### config.mk
export PLATFORM = sky130hd
export DESIGN_NAME = rms_level_follower_unit
export DESIGN_NICKNAME = d
export VERILOG_FILES = /design/src/hw/rtl/rlf_pkg.sv /design/src/hw/rtl/rms_level_follower_unit.sv
export SDC_FILE = /design/constraint.sdc
export NUM_CORES = 2
export LEC_CHECK = 0
export BUFFER_PORTS_ARGS = -buffer_cell sky130_fd_sc_hd__clkbuf_2
export CAP_MARGIN = 40
export CORE_ASPECT_RATIO = 2
export CORE_MARGIN = 2
export CORE_UTILIZATION = 60
export CTS_CLUSTER_DIAMETER = 80
export CTS_CLUSTER_SIZE = 20
export DETAILED_ROUTE_END_ITERATION = 12
export PLACE_DENSITY = 0.8
export SETUP_SLACK_MARGIN = 0.15
export SYNTH_ARGS = -nofsm -noshare
export SYNTH_HDL_FRONTEND = slang
export SYNTH_SLANG_ARGS = --single-unit
### constraint.sdc
create_clock -name clk -period 17.5 [get_ports clk]
set_clock_uncertainty 0.15 [all_clocks]
set_input_delay 0.875 -clock clk [delete_from_list [all_inputs] [get_ports clk]]
set_output_delay 0.875 -clock clk [all_outputs]
set_load 0.03 [all_outputs]
### src/hw/rtl/rlf_pkg.sv
package rlf_pkg;

  // field and register widths
  localparam int SAMPLE_W = 24;
  localparam int COEF_W   = 24;
  localparam int FLOOR_W  = 25;
  localparam int LEVEL_W  = 32;
  localparam int CFG_W    = 25;
  localparam int IDX_W    = 2;

  // quotient of (sample^2 * 4) / level needs 49 bits, padded to an even count
  localparam int QUO_W    = 50;
  // multiplier operands: 3x the difference, and the product accumulator
  localparam int TRI_W    = QUO_W + 2;
  localparam int ACC_W    = QUO_W + 3;

  // two quotient bits per cycle, two coefficient bits per cycle
  localparam int DIV_STEPS = QUO_W / 2;
  localparam int MUL_STEPS = COEF_W / 2;
  localparam int CNT_W     = 5;

  // register indexes on the configuration port
  localparam logic [IDX_W-1:0] REG_COEF  = 2'd0;
  localparam logic [IDX_W-1:0] REG_FLOOR = 2'd1;

  // reset values
  localparam logic [COEF_W-1:0]  COEF_RESET  = 24'd1747;
  localparam logic [FLOOR_W-1:0] FLOOR_RESET = 25'd1678;
  localparam logic [LEVEL_W-1:0] LEVEL_RESET = 32'd1678;

  typedef enum logic [2:0] {
    ST_IDLE,
    ST_SQUARE,
    ST_DIVIDE,
    ST_DIFF,
    ST_TRIPLE,
    ST_MULT,
    ST_FINISH
  } rlf_state_t;

endpackage

### src/hw/rtl/rms_level_follower_unit.sv
// RMS level follower: tracks a running RMS level of a signed Q1.23 audio
// stream with a leaky integrator around a one-step Newton square root.
//
// Input channel (in_valid / in_stall): one sample plus an end_of_block flag
// per item. Output channel (out_valid / out_stall): the updated Q8.24 level
// and block_done, which repeats the item's end_of_block flag.
// Configuration: cfg_write with cfg_index 0 loads smoothing_coef, index 1
// loads floor_level; other indexes are ignored. Write only while idle.
// Sequence: an accepted item is squared, divided by a radix-4 restoring
// divider (two quotient bits per cycle), the difference and its triple
// are formed, then it is scaled by a radix-4 shift-add multiplier (two
// coefficient bits per cycle), and the level is updated, saturated and
// registered on the output.
// No new item is taken until the last one is through the serial divider
// and multiplier, which are shared by one item at a time.
// The output register holds a result while the receiver stalls; a new item
// is accepted and worked on meanwhile, and waits in its last cycle until
// the output register is free.
// Reset (rst, synchronous): level state 1678, coefficient 1747, floor 1678,
// no result pending.
module rms_level_follower_unit (
  input  logic                                clk,
  input  logic                                rst,
  input  logic                                in_valid,
  output logic                                in_stall,
  input  logic signed [rlf_pkg::SAMPLE_W-1:0] sample,
  input  logic                                end_of_block,
  output logic                                out_valid,
  input  logic                                out_stall,
  output logic        [rlf_pkg::LEVEL_W-1:0]  level,
  output logic                                block_done,
  input  logic                                cfg_write,
  input  logic        [rlf_pkg::IDX_W-1:0]    cfg_index,
  input  logic        [rlf_pkg::CFG_W-1:0]    cfg_data
);
  import rlf_pkg::*;

  rlf_state_t state, state_next;

  logic [COEF_W-1:0]   coef;
  logic [FLOOR_W-1:0]  floor_cfg;
  logic [LEVEL_W-1:0]  running_level;

  logic [SAMPLE_W-1:0] sample_mag;
  logic                eob;
  logic [LEVEL_W-1:0]  lvl;
  logic [QUO_W-1:0]    dq;
  logic [LEVEL_W-1:0]  rem;
  logic [CNT_W-1:0]    cnt;
  logic                d_pos;
  logic [QUO_W-1:0]    dmag;
  logic [TRI_W-1:0]    d3;
  logic [COEF_W-1:0]   coef_sh;
  logic [ACC_W-1:0]    acc;

  logic                in_accept;
  logic                out_free;
  logic                fin_fire;
  logic [LEVEL_W-1:0]  flr;
  logic [SAMPLE_W-1:0] mag_in;
  logic [2*SAMPLE_W-1:0] sq;

  // divider step signals
  logic [LEVEL_W:0]    t1, t2, r1, r2;
  logic                q1, q2;

  // multiplier and update signals
  logic [TRI_W-1:0]    addend;
  logic [ACC_W-1:0]    mul_sum;
  logic [QUO_W-1:0]    m;
  logic [QUO_W:0]      up_sum;
  logic [LEVEL_W-1:0]  nv;

  assign in_stall  = (state != ST_IDLE);
  assign in_accept = in_valid && !in_stall;
  assign out_free  = !out_valid || !out_stall;
  assign fin_fire  = (state == ST_FINISH) && out_free;

  // floor of zero acts as one
  assign flr    = (floor_cfg == '0) ? LEVEL_W'(1) : LEVEL_W'(floor_cfg);
  // magnitude of a two's complement sample, full negative maps to 2^23
  assign mag_in = sample[SAMPLE_W-1] ? (~$unsigned(sample) + SAMPLE_W'(1))
                                     : $unsigned(sample);

  // full-width square of the sample magnitude
  assign sq = (2*SAMPLE_W)'(sample_mag) * (2*SAMPLE_W)'(sample_mag);

  // two restoring division steps per cycle
  always_comb begin
    t1 = {rem, dq[QUO_W-1]};
    q1 = (t1 >= {1'b0, lvl});
    r1 = q1 ? (t1 - {1'b0, lvl}) : t1;
    t2 = {r1[LEVEL_W-1:0], dq[QUO_W-2]};
    q2 = (t2 >= {1'b0, lvl});
    r2 = q2 ? (t2 - {1'b0, lvl}) : t2;
  end

  // radix-4 shift-add: pick 0, d, 2d or 3d by two coefficient bits
  always_comb begin
    unique case (coef_sh[1:0])
      2'd0:    addend = '0;
      2'd1:    addend = {2'b00, dmag};
      2'd2:    addend = {1'b0, dmag, 1'b0};
      default: addend = d3;
    endcase
    mul_sum = acc + {1'b0, addend};
  end

  // new level: saturating add or clamped subtract
  always_comb begin
    m      = acc[QUO_W-1:0];
    up_sum = {(QUO_W + 1 - LEVEL_W)'(0), lvl} + {1'b0, m};
    if (d_pos) begin
      nv = (|up_sum[QUO_W:LEVEL_W]) ? '1 : up_sum[LEVEL_W-1:0];
    end else if (m >= {(QUO_W - LEVEL_W)'(0), lvl}) begin
      nv = '0;
    end else begin
      nv = lvl - m[LEVEL_W-1:0];
    end
  end

  // state register
  always_ff @(posedge clk) begin
    if (rst) begin
      state <= ST_IDLE;
    end else begin
      state <= state_next;
    end
  end

  // next state
  always_comb begin
    state_next = state;
    unique case (state)
      ST_IDLE:   if (in_accept) state_next = ST_SQUARE;
      ST_SQUARE: state_next = ST_DIVIDE;
      ST_DIVIDE: if (cnt == CNT_W'(DIV_STEPS - 1)) state_next = ST_DIFF;
      ST_DIFF:   state_next = ST_TRIPLE;
      ST_TRIPLE: state_next = ST_MULT;
      ST_MULT:   if (cnt == CNT_W'(MUL_STEPS - 1)) state_next = ST_FINISH;
      ST_FINISH: if (out_free) state_next = ST_IDLE;
      default:   state_next = ST_IDLE;
    endcase
  end

  // configuration registers and level state
  always_ff @(posedge clk) begin
    if (rst) begin
      coef          <= COEF_RESET;
      floor_cfg     <= FLOOR_RESET;
      running_level <= LEVEL_RESET;
    end else begin
      if (cfg_write && cfg_index == REG_COEF) begin
        coef <= cfg_data[COEF_W-1:0];
      end
      if (cfg_write && cfg_index == REG_FLOOR) begin
        floor_cfg <= cfg_data[FLOOR_W-1:0];
      end
      if (fin_fire) begin
        running_level <= nv;
      end
    end
  end

  // serial datapath
  always_ff @(posedge clk) begin
    unique case (state)
      ST_IDLE: begin
        if (in_accept) begin
          sample_mag <= mag_in;
          eob        <= end_of_block;
          lvl        <= (running_level < flr) ? flr : running_level;
        end
      end
      ST_SQUARE: begin
        dq  <= {sq, 2'b00};
        rem <= '0;
        cnt <= '0;
      end
      ST_DIVIDE: begin
        dq  <= {dq[QUO_W-3:0], q1, q2};
        rem <= r2[LEVEL_W-1:0];
        cnt <= cnt + CNT_W'(1);
      end
      ST_DIFF: begin
        d_pos <= (dq >= {(QUO_W - LEVEL_W)'(0), lvl});
        dmag  <= (dq >= {(QUO_W - LEVEL_W)'(0), lvl})
                 ? (dq - {(QUO_W - LEVEL_W)'(0), lvl})
                 : ({(QUO_W - LEVEL_W)'(0), lvl} - dq);
      end
      ST_TRIPLE: begin
        d3      <= {2'b00, dmag} + {1'b0, dmag, 1'b0};
        acc     <= '0;
        coef_sh <= coef;
        cnt     <= '0;
      end
      ST_MULT: begin
        acc     <= {2'b00, mul_sum[ACC_W-1:2]};
        coef_sh <= {2'b00, coef_sh[COEF_W-1:2]};
        cnt     <= cnt + CNT_W'(1);
      end
      ST_FINISH: begin
      end
      default: begin
      end
    endcase
  end

  // output register
  always_ff @(posedge clk) begin
    if (rst) begin
      out_valid <= 1'b0;
    end else if (fin_fire) begin
      out_valid <= 1'b1;
    end else if (!out_stall) begin
      out_valid <= 1'b0;
    end
  end

  always_ff @(posedge clk) begin
    if (fin_fire) begin
      level      <= nv;
      block_done <= eob;
    end
  end

endmodule

==> results.py <==
metrics = {
    "status": {
        "status": "complete, no violations",
    },
    "setup_path": {
        "end_kind": "flip-flop",
        "path_class": "reg2reg",
        "r2r_end": "dq[48]$_DFFE_PP_",
        "worst-path-max-fanout": 20,
        "reg2reg_setup_slack_ps": 8690,
        "rr_startpoint": "sample_mag[16]$_DFFE_PP_",
        "worstSetupStartpointType": "flip-flop",
        "r2r.worst_path.cells": 26,
        "worst_ep_arrival_time_ps": 9020,
        "critPathRequiredTime_ps": 17710,
    },
    "synthesis": {
        "synthArstFlopShare_pct": 0,
        "synth_area_sq_mm": 0.0508,
        "yosysSeqAreaShare_pct": 24.3,
        "ys_types": 84,
        "yosys_warnings": 0,
        "synth-edff-count": 355,
        "netlist_instances": 5580,
        "synth_area_per_cell_sq_um": 9.11,
        "mappedNetlistNets": 6602,
        "yosys_register_bits": 440,
        "synth_ff_type": "sky130_fd_sc_hd__edfxtp_1",
    },
    "die": {
        "die_h_microns": 416,
        "start_util_pct": 60.3,
        "placeableCoreArea_sq_mm": 0.0843,
        "die-width_microns": 210,
        "die_area_sq_mm": 0.0872,
        "floorplan.io_pins": 92,
        "placementRows": 151,
    },
    "place": {
        "buffer_ports.inserted": 91,
        "place.detailed.hpwl_microns": 114000,
        "placed_area_sq_mm": 0.0524,
        "gpl.final_weighted_congestion": 0.988,
        "pre_cts_slack_ps": 8770,
    },
    "timing": {
        "setup_repair_after_global_routing_missed_its_margin": "no",
        "final_period_minus_worst_setup_slack_ps": 8810,
        "max-slew-margin-rel_pct": 39.0,
        "finalWorstSetupSlack_ps": 8690,
        "final.period_utilization_pct": 50.4,
        "tightest_slew_ps": 892,
        "setup-tns-final_ps": 0,
        "timing.final.max_slew_violations": 0,
        "maximum_achievable_frequency_ghz": 0.113,
        "final_hold_viol_count": 0,
        "finalSetupViolations": 0,
    },
    "clock_tree": {
        "cts_resized": 0,
        "clock_sinks": 440,
        "clkSlewWorstSetupHoldPaths_ps": 90,
        "insertion_delay_ps": 700,
        "cts-buffers-inserted": 28,
        "post-cts-setup-buffer-count": 0,
        "clockRootBuffer": "sky130_fd_sc_hd__clkbuf_16",
        "h-tree-depth": 1,
        "clock_tree_from_tritoncts": "yes",
        "cts_hold_buf": 0,
        "cts_buffer_depth": 3,
    },
    "drt": {
        "drt_pre_antenna_iters": 6,
        "wire_per_inst_microns": 21.3,
        "antenna_left": 0,
        "route.vias.total": 40931,
        "viasPerCell": 6.17,
        "drc": 0,
        "drtIter0Drc": 3497,
        "drt_wl_total_microns": 141000,
    },
    "grt": {
        "globalRouteTotalUtil_pct": 32.4,
        "via_count_of_the_first_global_routing_pass": 41509,
        "number_of_antenna_violations_at_the_first_check_in_global_routing": 2,
        "wire_length_of_the_first_global_routing_pass_microns": 223000,
        "grt_overflow": 0,
        "grt_start_max_net_pins": 70,
    },
    "hold_path": {
        "timing.hold.worst_path_depth": 1,
        "hold_path_end": "eob$_DFFE_PP_",
        "hold_path.startpoint": "end_of_block",
        "holdCritPathClass": "in2reg",
    },
    "flow_run": {
        "timing.max_cap.violations": 0,
    },
    "cells_and_area": {
        "final_net_count": 6565,
        "layout.core_utilization_pct": 63.3,
        "area_delta_synth_final_pct": 4.90,
        "drive_gt1_share_pct": 6.36,
        "layout.cell_area.non_filler_sq_mm": 0.0533,
    },
}
[layout make-up]
type	instances	area, sq um
multi-input cells	4084	34600
fillers	6884	30900
flip-flops and latches	440	12400
inverters	834	3130
well taps	1071	1340
repair buffers	155	1030
clock buffers	43	767
clock inverters	6	121
diodes	3	7.51
[layer usage]
metal / vias to the layer above / wire length (microns) / part of all wire [%] / track usage [%]
li1: 18879 / - / - / -
met5: - / 21 / 0.015 / 0
met3: 417 / 7930 / 5.6 / 3.09
met4: 4 / 9050 / 6.4 / 17.6
met2: 1564 / 69900 / 49 / 55.9
met1: 20067 / 54300 / 38 / 39.9
[through the flow]
| stage | std cells | hold WS, ps |
|---|---|---|
| floorplan | 5580 | 250 |
| global placement | 6573 | 272 |
| detailed placement | 6584 | 256 |
| CTS | 6633 | 185 |
| global route | 6633 | 197 |
| finish | 6636 | 217 |
[cells by family (layout without fill, tap and decap cells)]
logic type	after synthesis	count (layout)	share of synthesized area (%)
and+or+nand+nor	1439	1439	13.6
AOI/OAI and AO/OA	1263	1263	16.1
buffers and inverters	1056	1038	7.84
adders and majority gates	965	965	30.2
DFF	440	440	24.3
xor gates and xnor gates	262	262	4.51
muxes	155	155	3.31
other	0	3	0
[layout by cell type (no fill, tap or decap), drive strengths merged, types with 65 or more instances in the layout]
cell type and n:
inv 838, ha 525, fa 440, nand2 415, a21oi 407, nor2 393, edfxtp 355, o21ai 220
a21o 173, xnor2 171, and2 151, clkbuf 134, mux2 107, xor2 91, dfxtp 85, nor3 75
nor2b 65
[worst max path at each step]
stage                                  endpoint  cells past startpoint  slack [ps]                startpoint
after floorplan                dq[48]$_DFFE_PP_                     28        9580  sample_mag[11]$_DFFE_PP_
after global placement         dq[48]$_DFFE_PP_                     29        8750   sample_mag[2]$_DFFE_PP_
after detailed placement       dq[48]$_DFFE_PP_                     29        8770  sample_mag[16]$_DFFE_PP_
after CTS                      dq[48]$_DFFE_PP_                     29        8710  sample_mag[16]$_DFFE_PP_
after global routing      rem[15]$_SDFFCE_PN0P_                     30        8340          lvl[1]$_DFFE_PP_
final                          dq[48]$_DFFE_PP_                     26        8690  sample_mag[16]$_DFFE_PP_
[synth_stat cells, types with 107 or more instances]
cell type | count | share of area [%]
sky130_fd_sc_hd__a21o_1 | 173 | 2.6
sky130_fd_sc_hd__a21oi_1 | 405 | 4.0
sky130_fd_sc_hd__and2_1 | 150 | 1.8
sky130_fd_sc_hd__clkbuf_1 | 200 | 1.5
sky130_fd_sc_hd__edfxtp_1 | 355 | 21
sky130_fd_sc_hd__fa_1 | 440 | 17
sky130_fd_sc_hd__ha_1 | 525 | 13
sky130_fd_sc_hd__inv_1 | 832 | 6.1
sky130_fd_sc_hd__mux2_2 | 107 | 2.4
sky130_fd_sc_hd__nand2_1 | 415 | 3.1
sky130_fd_sc_hd__nor2_1 | 393 | 2.9
sky130_fd_sc_hd__o21ai_0 | 213 | 2.1
sky130_fd_sc_hd__xnor2_1 | 171 | 2.9
[state kept, by name, summed over array words and instances (netlist names), 5 cells and up]
signal         cells
cnt                5
dq                50
coef              24
dmag              50
floor_cfg         25
lvl               32
acc               51
level             32
coef_sh           24
running_level     32
rem               32
sample_mag        24
d3                52
[worst max-delay path: stages (launching register included)]
cell and delay (ps):
sky130_fd_sc_hd__edfxtp_1 940, sky130_fd_sc_hd__nand2_1 270, sky130_fd_sc_hd__fa_1 570, sky130_fd_sc_hd__inv_1 60, sky130_fd_sc_hd__fa_1 490, sky130_fd_sc_hd__fa_1 500, sky130_fd_sc_hd__inv_1 60, sky130_fd_sc_hd__fa_1 500
sky130_fd_sc_hd__inv_1 50, sky130_fd_sc_hd__fa_1 460, sky130_fd_sc_hd__fa_1 540, sky130_fd_sc_hd__inv_1 80, sky130_fd_sc_hd__fa_1 550, sky130_fd_sc_hd__inv_1 60, sky130_fd_sc_hd__ha_1 380, sky130_fd_sc_hd__a21o_1 210
sky130_fd_sc_hd__o41a_1 360, sky130_fd_sc_hd__a31oi_1 330, sky130_fd_sc_hd__o31ai_1 240, sky130_fd_sc_hd__a221o_1 380, sky130_fd_sc_hd__o31a_1 270, sky130_fd_sc_hd__o21a_1 190, sky130_fd_sc_hd__o21a_1 160, sky130_fd_sc_hd__o21a_1 180
sky130_fd_sc_hd__o41a_1 320, sky130_fd_sc_hd__xnor2_1 170, sky130_fd_sc_hd__o21ai_1 70
Power is left out: the tool's default activity adds up to more than one toggle a clock period on the data nets, which glitch-free logic cannot reach.
